==> src/rtl/pfba_pkg.sv <==
// Package for the page frame bitmap allocator.
// Holds the request/response payload types, the chain token and write command
// types, and the fixed widths and codes. It depends on nothing else.
package pfba_pkg;

  // Fixed widths of the request and response fields.
  localparam int START_W = 10;
  localparam int COUNT_W = 11;
  localparam int FOUND_W = 10;

  // Frames held by one cell of the chain, and log2 of that.
  localparam int CELL_W   = 32;
  localparam int LOG_CELL = 5;

  // Frame index width for the largest pool (65536 frames), and a bound width
  // that also holds the pool size itself and start + count of a request.
  localparam int FIX_W = 16;
  localparam int BND_W = 17;

  // Request action codes.
  localparam logic [1:0] ACT_ALLOC   = 2'd0;
  localparam logic [1:0] ACT_FREE    = 2'd1;
  localparam logic [1:0] ACT_RESERVE = 2'd2;

  // Register index taken from the word address of the configuration port.
  localparam logic REG_ENABLE = 1'b0;

  typedef struct packed {
    logic [1:0]         action;
    logic [START_W-1:0] start_frame;
    logic [COUNT_W-1:0] frame_count;
  } pfba_req_t;

  typedef struct packed {
    logic               ok;
    logic [FOUND_W-1:0] found_frame;
  } pfba_rsp_t;

  // Scan token handed from cell to cell. run is the number of free frames
  // that end just below the receiving cell, saturated at the count maximum.
  typedef struct packed {
    logic               vld;
    logic               done;
    logic [COUNT_W-1:0] run;
    logic [FIX_W-1:0]   pos;
  } pfba_tok_t;

  // Range write command broadcast to every cell: frames in [lo, hi) take fill.
  typedef struct packed {
    logic             en;
    logic             fill;
    logic [BND_W-1:0] lo;
    logic [BND_W-1:0] hi;
  } pfba_wr_t;

endpackage

==> src/rtl/pfba_cell.sv <==
// One cell of the allocator chain: 32 free bits of the frame map.
// Depends on pfba_pkg for the token and write command types and widths.
module pfba_cell
  import pfba_pkg::*;
#(
  parameter int BASE  = 0,
  parameter int NBITS = 32
) (
  input  logic               clk,
  input  logic               rst_n,
  input  logic [COUNT_W-1:0] scan_cnt,
  input  pfba_tok_t          tok_in,
  input  pfba_wr_t           wr,
  output pfba_tok_t          tok_out
);

  // Bits past the end of the pool are held at zero (used).
  localparam logic [CELL_W-1:0] VMASK = {CELL_W{1'b1}} >> (CELL_W - NBITS);
  localparam int RUN_W = COUNT_W + 1;
  localparam logic [COUNT_W-1:0] RUN_MAX = {COUNT_W{1'b1}};

  logic [CELL_W-1:0] word_r, word_nxt;
  pfba_tok_t         tok_r, tok_nxt;

  logic                hs [0:LOG_CELL][CELL_W];
  logic [LOG_CELL-1:0] ix [0:LOG_CELL][CELL_W];
  logic [RUN_W-1:0]    run_j [CELL_W];
  logic [CELL_W-1:0]   hit;
  logic                any_hit;
  logic [LOG_CELL-1:0] sel;
  logic [RUN_W-1:0]    run_top;
  logic [BND_W-1:0]    pos_full;
  logic [BND_W-1:0]    fidx;

  // Nearest used frame at or below each bit, by a five-level prefix.
  always_comb begin
    for (int j = 0; j < CELL_W; j++) begin
      hs[0][j] = ~word_r[j];
      ix[0][j] = LOG_CELL'(j);
    end
    for (int k = 0; k < LOG_CELL; k++) begin
      for (int j = 0; j < CELL_W; j++) begin
        if (j >= (1 << k) && !hs[k][j]) begin
          hs[k+1][j] = hs[k][j - (1 << k)];
          ix[k+1][j] = ix[k][j - (1 << k)];
        end else begin
          hs[k+1][j] = hs[k][j];
          ix[k+1][j] = ix[k][j];
        end
      end
    end
  end

  // Free run ending at each bit and the lowest bit where it reaches the count.
  always_comb begin
    any_hit = 1'b0;
    sel     = '0;
    for (int j = 0; j < CELL_W; j++) begin
      if (hs[LOG_CELL][j]) begin
        run_j[j] = RUN_W'(LOG_CELL'(j) - ix[LOG_CELL][j]);
      end else begin
        run_j[j] = RUN_W'(tok_in.run) + RUN_W'(j + 1);
      end
      hit[j] = tok_in.vld && !tok_in.done && VMASK[j] && (run_j[j] >= RUN_W'(scan_cnt));
    end
    for (int j = CELL_W - 1; j >= 0; j--) begin
      if (hit[j]) begin
        any_hit = 1'b1;
        sel     = LOG_CELL'(j);
      end
    end
    run_top  = run_j[CELL_W-1];
    pos_full = BND_W'(BASE) + BND_W'(sel) + BND_W'(1) - BND_W'(scan_cnt);
  end

  always_comb begin
    tok_nxt = tok_in;
    if (tok_in.vld && !tok_in.done) begin
      if (any_hit) begin
        tok_nxt.done = 1'b1;
        tok_nxt.pos  = pos_full[FIX_W-1:0];
      end else if (run_top > RUN_W'(RUN_MAX)) begin
        tok_nxt.run = RUN_MAX;
      end else begin
        tok_nxt.run = run_top[COUNT_W-1:0];
      end
    end
  end

  // Range write: each frame compares its own fixed index against the bounds.
  always_comb begin
    word_nxt = word_r;
    fidx     = '0;
    if (wr.en) begin
      for (int j = 0; j < CELL_W; j++) begin
        fidx = BND_W'(BASE + j);
        if (VMASK[j] && fidx >= wr.lo && fidx < wr.hi) begin
          word_nxt[j] = wr.fill;
        end
      end
    end
  end

  always_ff @(posedge clk) begin
    if (!rst_n) begin
      word_r <= VMASK;
      tok_r  <= '0;
    end else begin
      word_r <= word_nxt;
      tok_r  <= tok_nxt;
    end
  end

  assign tok_out = tok_r;

endmodule

==> config.mk <==
export PLATFORM = sky130hd
export DESIGN_NAME = pfba_cell
export DESIGN_NICKNAME = d
export VERILOG_FILES = /design/src/rtl/pfba_pkg.sv /design/src/rtl/pfba_cell.sv
export SDC_FILE = /design/constraint.sdc
export NUM_CORES = 1
export LEC_CHECK = 0
export BUFFER_PORTS_ARGS = -buffer_cell sky130_fd_sc_hd__buf_4
export CAP_MARGIN = 20
export CELL_PAD_IN_SITES_DETAIL_PLACEMENT = 2
export CELL_PAD_IN_SITES_GLOBAL_PLACEMENT = 2
export CORE_ASPECT_RATIO = 1.5
export CORE_MARGIN = 2
export CORE_UTILIZATION = 40
export CTS_BUF_LIST = sky130_fd_sc_hd__clkbuf_4
export DETAILED_ROUTE_END_ITERATION = 6
export PLACE_DENSITY = 0.88
export SLEW_MARGIN = 20
export SYNTH_ARGS = -nofsm -noshare
export SYNTH_HDL_FRONTEND = slang
export SYNTH_SLANG_ARGS = --single-unit
==> constraint.sdc <==
create_clock -name clk -period 12.7 [get_ports clk]
set_input_delay 2.54 -clock clk [delete_from_list [all_inputs] [get_ports clk]]
set_output_delay 2.54 -clock clk [all_outputs]
set_load 0.005 [all_outputs]
==> qor.txt, run 1 <==
status: complete, no violations
DRT Wirelength: 113000 um
Tot GR Track Use: 0.441
drt wl/cell: 32.8 um
Core Region: 0.0484 mm^2
initial antenna violation count: 5
setup TNS: 0 ps
Flop pwr share: 0.181
num ports: 107
Hold Path Class: reg -> reg
vias in the first global route: 25600
most frequent cells in the layout: ha_1, nor2_1, nand2_1
full die area: 0.0506 mm^2
Final HPWL DP: 88300 um
CTS root buf: clkbuf_4
first-pass GRT wire length: 166000 um
most common cell after layout, fill and taps aside: ha_1
synthesized area: 0.0195 mm^2
worst-skew pair later-pin latency: 600 ps
die height: 275 um
worst setup path category: in -> reg
Pre-Repair DR Iteration Count: 5
nets@finish: 3275
starting DRC count in detailed routing: 1700
VDD IR-drop max: 39.0 uV
Post-Syn Nets: 3276
Reg clk slew, reported paths: 140 ps
critical path startpoint category: primary input
Setup crit end kind: flip-flop
Fin. Hold Viols: 0
Finished Core Util: 0.433
CTS Sinks: 61
CTS buffer count: 9
GR Overflow Total: 0
register bit total from synthesis: 61
Fillers: 5831
Seq. cell area: 0.00122 mm^2
hold_ws: 571 ps
Synth Warn #: 0
CP required: 13160 ps
PD cells: 55.3 mW/mm^2
fin crit share: 0.733
Buffers on Ports: 106
RSZ-0062 raised after global routing: false
clock power share: 0.148
# rows: 99
Fin Clk Skew: 44.8 ps
DP Cell Count: 3436
Worst slew margin: 0.203
P_leak: 9.90 nW
CP Data Arrival Time: 9780 ps
Critical Path Fanout Max: 20
Yosys cell types: 93
post-CTS resize count: 0
final setup fails: 0
switch share: 0.516
Routed Antenna Nets: 0
TritonCTS clock tree: done
worst slew pin tran: 1190 ps
CP max stage delay: 660 ps
sequential fraction of the synthesis area: 0.0626
asr flop ratio synth: 0
Max Cap Viol: 0
Synth Flop Type: dfxtp_1
Logic pwr share: 0.670
GP Congestion: 1.00
setup bufs post-CTS: 0
DR vias/cell: 6.89
minimum clock period: 9320 ps
share of cells above drive strength 1: 0.0765
Die Wd: 184 um
Pint: 0.000561 W
initial core utilization: 0.403
H-tree lvl count: 3
final std cells w/o fill: 3457
DR vias: 23800
P_sw: 0.000598 W
largest net degree at the start of global routing: 57
post-synthesis cell count: 2793
most frequent CP cell: ha_1
Fmax achieved: 107 MHz
Post-synth EDFFs: 0
Slew Viols, Final: 0
Max Root-Sink Buffers: 2
Syn Area/Cell: 6.99 um^2
multi-input combinational cell area: 0.0174 mm^2
Tot Pwr: 0.00116 W
Layout area overhead: 7.49%
CTS Hold Buffers Added: 0
DRC Markers: 0
slowest stage cell, crit path: or4b_2
worst max-delay path, delay by kind of cell:
family | cells | cell delay (ps)
compound gates | 11 | 2690
simple gates | 7 | 1740
fa+ha+maj | 5 | 1650
buf+inv | 4 | 920
xor+xnor | 1 | 210
cell families (layout without fill, tap and decap cells):
logic type               after synthesis  after routing  synth area share
flip-flops                            61             61            0.0626
other                                  0              4                 0
AND/OR/NAND/NOR                     1069           1069             0.267
XOR/XNOR                             204            204            0.0915
adder cells (fa/ha/maj)              405            405             0.260
AO/OA/AOI/OAI                        786            786             0.253
multiplexers                          35             35            0.0183
buffers and inverters                233            237            0.0476
power by group through the flow:
stage	clock, W	sequential (W)	combinational (W)
floorplan	0	0.000216	0.000457
global placement	0	0.000213	0.000698
detailed placement	0	0.000215	0.000753
CTS	0.000172	0.000211	0.000759
global route	0.000181	0.000212	0.000842
finish	0.000172	0.000210	0.000777
worst paths after layout:
check                                start     endpoint  slack (ps)  depth (start not counted)
worst max-delay path            tok_in[20]  tok_out[13]        3380                         28
worst min register to register  word_r[30]   word_r[30]         570                          2
worst min-delay path            word_r[30]   word_r[30]         570                          2
worst max register to register   word_r[7]  tok_out[13]        3670                         33
synth_stat cells, types with 29 or more instances:
master      n  area share
nand2_1   286       0.055
a31oi_1    43       0.014
a21oi_1   244       0.063
ha_1      404        0.26
nor2_1    312       0.060
or3_1      54       0.017
o21ai_0   194       0.050
nand3_1   112       0.029
clkbuf_1  115       0.022
a21o_1     45       0.017
and3_1     31      0.0099
xor2_1    103       0.046
xnor2_1   101       0.045
nor2b_1    38       0.012
dfxtp_1    61       0.063
inv_1      69       0.013
nor3_1     45       0.012
mux2i_1    29       0.015
nand2b_1   50       0.016
nand4_1    38       0.012
through the flow:
step	worst slack [ps]	instance area (um^2)
final	3380	21000
after global routing	2830	21000
after CTS	3440	21000
after detailed placement	2880	20800
after global placement	2780	20800
after floorplan	4230	19500
layer usage:
layer	share of wire	vias to the layer above	routed length (um)	global-route usage
met1	0.36	11800	41300	0.473
met3	0.068	529	7640	0.0814
met2	0.46	1230	52500	0.742
met5	0.00021	-	24	0
li1	-	10200	-	-
met4	0.10	4	11800	0.389
final cells by class:
cell class | instances | share of cell area
well taps | 656 | 0.0391
clock buffers | 11 | 0.00394
clock inverters | 5 | 0.00286
repair buffers | 151 | 0.0540
multi-input cells | 2499 | 0.829
inverters | 70 | 0.0125
diodes | 4 | 0.000477
flip-flops and latches | 61 | 0.0582
sequential cells by signal (all words and copies together) (netlist names):
register and count:
word_r 32, tok_out 29
Power figures use the tool's default switching activity.
==> run 2, diff against run 1 <==
--- a/config.mk
+++ b/config.mk
@@ -11,10 +11,10 @@
 export CELL_PAD_IN_SITES_GLOBAL_PLACEMENT = 2
 export CORE_ASPECT_RATIO = 1.5
 export CORE_MARGIN = 2
-export CORE_UTILIZATION = 40
+export CORE_UTILIZATION = 37
 export CTS_BUF_LIST = sky130_fd_sc_hd__clkbuf_4
 export DETAILED_ROUTE_END_ITERATION = 6
-export PLACE_DENSITY = 0.88
+export PLACE_DENSITY = 0.83
 export SLEW_MARGIN = 20
 export SYNTH_ARGS = -nofsm -noshare
 export SYNTH_HDL_FRONTEND = slang
==> constraint.sdc (replaced) <==
create_clock -name clk -period 9.3 [get_ports clk]
set_input_delay 1.86 -clock clk [delete_from_list [all_inputs] [get_ports clk]]
set_output_delay 1.86 -clock clk [all_outputs]
set_load 0.005 [all_outputs]
==> qor.txt, run 2 (same netlist as run 1, synthesis figures left out) <==
status: complete, no violations
vias in the first global route: 26400
Flop pwr share: 0.185
CP Data Arrival Time: 8910 ps
Pre-Repair DR Iteration Count: 5
Final HPWL DP: 94400 um
DR vias: 24100
met2 WL: 54700 um
Fmax achieved: 119 MHz
full die area: 0.0547 mm^2
CP required: 9790 ps
DRT Wirelength: 118000 um
CP max stage delay: 700 ps
Max Cap Viol: 0
Die Wd: 192 um
final std cells w/o fill: 3557
minimum clock period: 8420 ps
most common cell after layout, fill and taps aside: ha_1
post-CTS resize count: 0
drt wl/cell: 33.2 um
Fin Clk Skew: 20.6 ps
CTS buffer count: 9
# rows: 103
hold path depth: 2
Fin. Hold Viols: 0
CTS root buf: clkbuf_4
crit path from: word_r[10]
GR Overflow Total: 0
die height: 285 um
Logic pwr share: 0.706
RSZ-0062 raised after global routing: false
DRC Markers: 0
initial core utilization: 0.372
P_sw: 0.000808 W
Largest Register: word_r
P_leak: 10.2 nW
fin crit share: 0.905
final setup fails: 0
wl on met1: 42900 um
FF-to-FF End: tok_out[9]
clock power share: 0.109
CTS Hold Buffers Added: 0
Slew Viols, Final: 0
worst setup path category: reg -> reg
DR top layer: met5
Buffers on Ports: 106
nets@finish: 3353
R2R cell count: 30
TritonCTS clock tree: done
worst hold endpoint: word_r[30]
critical path startpoint category: flip-flop
Pint: 0.000745 W
Max Root-Sink Buffers: 2
num ports: 107
R2R Setup Slk: 880 ps
RR Startpoint: word_r[10]
Tot Pwr: 0.00155 W
Core Region: 0.0525 mm^2
hold path startpoint: word_r[30]
PD cells: 72.0 mW/mm^2
DR vias/cell: 6.79
Setup crit end kind: flip-flop
CTS Sinks: 61
max reg flops: 32
Worst slew margin: 0.275
Layout area overhead: 10.6%
Finished Core Util: 0.412
Routed Antenna Nets: 0
Critical Path Fanout Max: 12
met3 WL: 6950 um
DP Cell Count: 3541
starting DRC count in detailed routing: 1589
Tot GR Track Use: 0.429
slowest stage cell, crit path: dfxtp_1
worst slew pin tran: 1080 ps
Reg clk slew, reported paths: 110 ps
GP Congestion: 1.04
first-pass GRT wire length: 171000 um
share of cells above drive strength 1: 0.102
most frequent cells in the layout: ha_1, nor2_1, nand2_1
switch share: 0.520
H-tree lvl count: 3
VDD IR-drop max: 73.1 uV
setup bufs post-CTS: 0
worst-skew pair later-pin latency: 580 ps
largest net degree at the start of global routing: 57
initial antenna violation count: 4
Hold Path Class: reg -> reg
setup TNS: 0 ps
## run 2: cell types whose count changed in the layout (fill, tap and decap cells not counted), moves of 3 or more
cell      before  now
inv_1         67   64
clkinv_2       0    3
buf_12         0    3
buf_4        151  226
## run 2: worst max-delay path, delay by kind of cell (launching register included)
family                   cells  cell delay (ps)
buffers and inverters        2              120
AND/OR/NAND/NOR              7             1650
XOR/XNOR                     1              160
adder cells (fa/ha/maj)      5             1380
flip-flops                   1              700
AO/OA/AOI/OAI               15             4300
## run 2: power groups by stage
stage | logic (W) | clock network (W) | registers, W
floorplan | 0.000624 | 0 | 0.000295
global placement | 0.000992 | 0 | 0.000292
detailed placement | 0.00106 | 0 | 0.000294
CTS | 0.00107 | 0.000172 | 0.000288
global route | 0.00118 | 0.000181 | 0.000290
finish | 0.00110 | 0.000169 | 0.000288
## run 2: cell type report
class,count,area [um^2]
Clock buffer,9,67.6
Antenna cell,2,5.00
Sequential cell,61,1220
Tap cell,682,853
Clock inverter,5,30.0
Timing Repair Buffer,229,1760
Multi-Input combinational cell,2499,17400
Inverter,70,263
Fill cell,6288,30900
## run 2: metrics by stage
stage	cell area, um^2	setup slack (ps)	hold slack [ps]
6_report	21600	880	547
5_1_grt	21600	602	617
4_1_cts	21600	806	558
3_5_place_dp	21500	424	529
3_3_place_gp	21500	603	486
2_1_floorplan	19500	1510	468
## run 2: worst max-delay path by stage
stage                  endpoint  slack, ps
CTS                  tok_out[9]        810
finish               tok_out[9]        880
floorplan           tok_out[11]       1510
global route         tok_out[8]        600
detailed placement   tok_out[9]        420
global placement    tok_out[12]        600
## run 2: routing by layer
| layer | vias to the layer above | global-route usage |
|---|---|---|
| met5 | - | 0 |
| met4 | 4 | 0.420 |
| li1 | 10400 | - |
| met2 | 1139 | 0.709 |
| met3 | 592 | 0.0718 |
| met1 | 12000 | 0.452 |
==> run 3, diff against run 2 <==
--- a/config.mk
+++ b/config.mk
@@ -5,16 +5,19 @@
 export SDC_FILE = /design/constraint.sdc
 export NUM_CORES = 1
 export LEC_CHECK = 0
+export ABC_AREA = 1
 export BUFFER_PORTS_ARGS = -buffer_cell sky130_fd_sc_hd__buf_4
 export CAP_MARGIN = 20
 export CELL_PAD_IN_SITES_DETAIL_PLACEMENT = 2
 export CELL_PAD_IN_SITES_GLOBAL_PLACEMENT = 2
 export CORE_ASPECT_RATIO = 1.5
 export CORE_MARGIN = 2
-export CORE_UTILIZATION = 37
+export CORE_UTILIZATION = 35
 export CTS_BUF_LIST = sky130_fd_sc_hd__clkbuf_4
 export DETAILED_ROUTE_END_ITERATION = 6
-export PLACE_DENSITY = 0.83
+export HOLD_SLACK_MARGIN = 0.15
+export PLACE_DENSITY = 0.82
+export SKIP_CTS_REPAIR_TIMING = 1
 export SLEW_MARGIN = 20
 export SYNTH_ARGS = -nofsm -noshare
 export SYNTH_HDL_FRONTEND = slang
==> qor.txt, run 3 <==
initial core utilization: 0.355
hold path depth: 2
PD cells: 77.0 mW/mm^2
worst slew pin tran: 1090 ps
CTS Sinks: 61
vias in the first global route: 29000
Yosys top cell by area: ha_1
Yosys cell types: 61
hold_ws: 559 ps
Max Cap Viol: 0
VDD IR-drop max: 68.4 uV
# rows: 106
nets@finish: 3876
final std cells w/o fill: 4163
GP Congestion: 1.03
Final HPWL DP: 114000 um
Hold Path Class: reg -> reg
Flop pwr share: 0.166
starting DRC count in detailed routing: 2045
worst-skew pair later-pin latency: 660 ps
slowest stage cell, crit path: o21ai_0
Fin Clk Skew: 60.8 ps
most common cell after layout, fill and taps aside: nand2_1
mux cell area share after synthesis: 0.00158
Layout area overhead: 13.3%
Post-Synth Adder-Cell Area: 0.256
Post-Syn Nets: 3718
DP Cell Count: 4135
RR Startpoint: word_r[9]
post-synthesis cell count: 3235
Routed Antenna Nets: 0
worst hold endpoint: word_r[29]
register bit total from synthesis: 61
share of cells above drive strength 1: 0.110
Max Root-Sink Buffers: 2
top-count cell post-synth: nand2_1
FF-to-FF End: tok_out[15]
Tot GR Track Use: 0.481
CP Data Arrival Time: 9500 ps
Post-synth EDFFs: 0
Logic pwr share: 0.703
CP required: 9800 ps
most frequent CP cell: nand2_1
P_leak: 12.3 nW
DRC Markers: 0
Fillers: 7078
GR Overflow Total: 0
XOR/XNOR share of the synthesized area: 0.0632
R2R cell count: 59
first-pass GRT wire length: 200000 um
num ports: 107
P_sw: 0.000978 W
Core Region: 0.0558 mm^2
Pre-Repair DR Iteration Count: 5
fin crit share: 0.968
Reg clk slew, reported paths: 130 ps
CTS root buf: clkbuf_4
largest net degree at the start of global routing: 34
Synth Flop Type: dfxtp_1
Post-Synth Simple-Gate Area: 0.261
max reg flops: 32
CTS buffer count: 9
CP max stage delay: 860 ps
final setup fails: 0
Fmax achieved: 111 MHz
Slew Viols, Final: 0
DRT Wirelength: 141000 um
DR vias/cell: 6.36
Critical Path Fanout Max: 18
Compound-Gate Fraction of Synth Area: 0.251
drt wl/cell: 33.8 um
R2R Setup Slk: 610 ps
H-tree lvl count: 3
DR vias: 26500
critical path startpoint category: primary input
Worst slew margin: 0.263
Seq. cell area: 0.00122 mm^2
hold path startpoint: word_r[29]
multi-input combinational cell area: 0.0166 mm^2
full die area: 0.0586 mm^2
sequential fraction of the synthesis area: 0.0616
Fin. Hold Viols: 0
clock power share: 0.131
Setup crit end kind: flip-flop
asr flop ratio synth: 0
largest family of logic cells by synthesized area: simple AND/OR/NAND/NOR gates
synthesized area: 0.0198 mm^2
Largest Register: word_r
synth cell count leaders: nand2_1, nor2_1, inv_1
worst setup path category: in -> reg
Pint: 0.000753 W
Tot Pwr: 0.00173 W
leading cell types by total area after synthesis: ha_1, nand2_1, a21oi_1
minimum clock period: 9000 ps
Yosys top cell area share: 0.255
Syn Area/Cell: 6.13 um^2
switch share: 0.565
status: complete, no violations
Die Wd: 198 um
setup TNS: 0 ps
Buffers on Ports: 106
die height: 295 um
Synth Warn #: 0
most frequent cells in the layout: nand2_1, nor2_1, inv_1
TritonCTS clock tree: done
initial antenna violation count: 17
==> run 3: cell types whose count changed in the layout (fill, tap and decap cells not counted), sizes merged, moves of 27 or more <==
cell	delta
nor2b	-38
nand2	+241
and3	-31
a21oi	+113
xnor2	-87
or3	-54
a21o	-31
nand3	-55
o21ai	+43
nand2b	-50
mux2i	-27
nor2	+175
inv	+391
==> run 3: logic make-up (layout without fill, tap and decap cells) <==
group	count (synthesis)	after routing
simple gates	1214	1214
buf+inv	553	716
fa+ha+maj	405	405
mux	3	3
other cells	0	9
xor+xnor	143	143
compound gates	856	856
flops	61	61
==> run 3: area by class of cell <==
| class | count | share of cell area |
|---|---|---|
| Clock inverter | 7 | 0.00256 |
| Timing Repair Buffer | 231 | 0.0790 |
| Multi-Input combinational cell | 2621 | 0.739 |
| Clock buffer | 9 | 0.00301 |
| Inverter | 469 | 0.0792 |
| Sequential cell | 61 | 0.0544 |
| Antenna cell | 9 | 0.00100 |
| Tap cell | 756 | 0.0421 |
==> run 3: per-layer routing <==
metal / GRT usage / wire length (um) / vias up / share of wire
li1: - / - / 11300 / -
met4: 0.519 / 17900 / 14 / 0.13
met3: 0.144 / 11000 / 732 / 0.078
met5: 0 / 119 / - / 0.00085
met2: 0.772 / 64200 / 1406 / 0.46
met1: 0.474 / 47400 / 13000 / 0.34
==> run 3: power groups by stage <==
stage                     clock, W  combinational (W)  sequential, W
after floorplan                  0           0.000627       0.000293
after global placement           0            0.00105       0.000291
after detailed placement         0            0.00115       0.000293
after CTS                 0.000226            0.00115       0.000287
after global routing      0.000236            0.00130       0.000288
final                     0.000227            0.00122       0.000287
==> run 3: through the flow <==
stage                      util  worst slack, ps  cell area (um^2)
after global routing      0.402            -1.53             22400
after detailed placement  0.397             -142             22200
after floorplan               -             1700             19800
final                     0.402              301             22500
after CTS                 0.400              253             22300
after global placement    0.397              441             22200
==> run 3: worst max path at each step <==
stage,start,to,depth (start not counted)
2_1_floorplan,tok_in[19],tok_out[11],58
3_3_place_gp,tok_in[20],tok_out[11],52
3_5_place_dp,tok_in[20],tok_out[15],52
4_1_cts,word_r[9],tok_out[15],58
5_1_grt,word_r[9],tok_out[15],61
6_report,tok_in[21],tok_out[15],48
==> run 3: worst max-delay path: cells and delay by family <==
kind	cells	cell delay, ps
AND/OR/NAND/NOR	29	3090
AO/OA/AOI/OAI	8	2130
adder cells (fa/ha/maj)	5	1450
buffers and inverters	5	860
XOR/XNOR	1	80
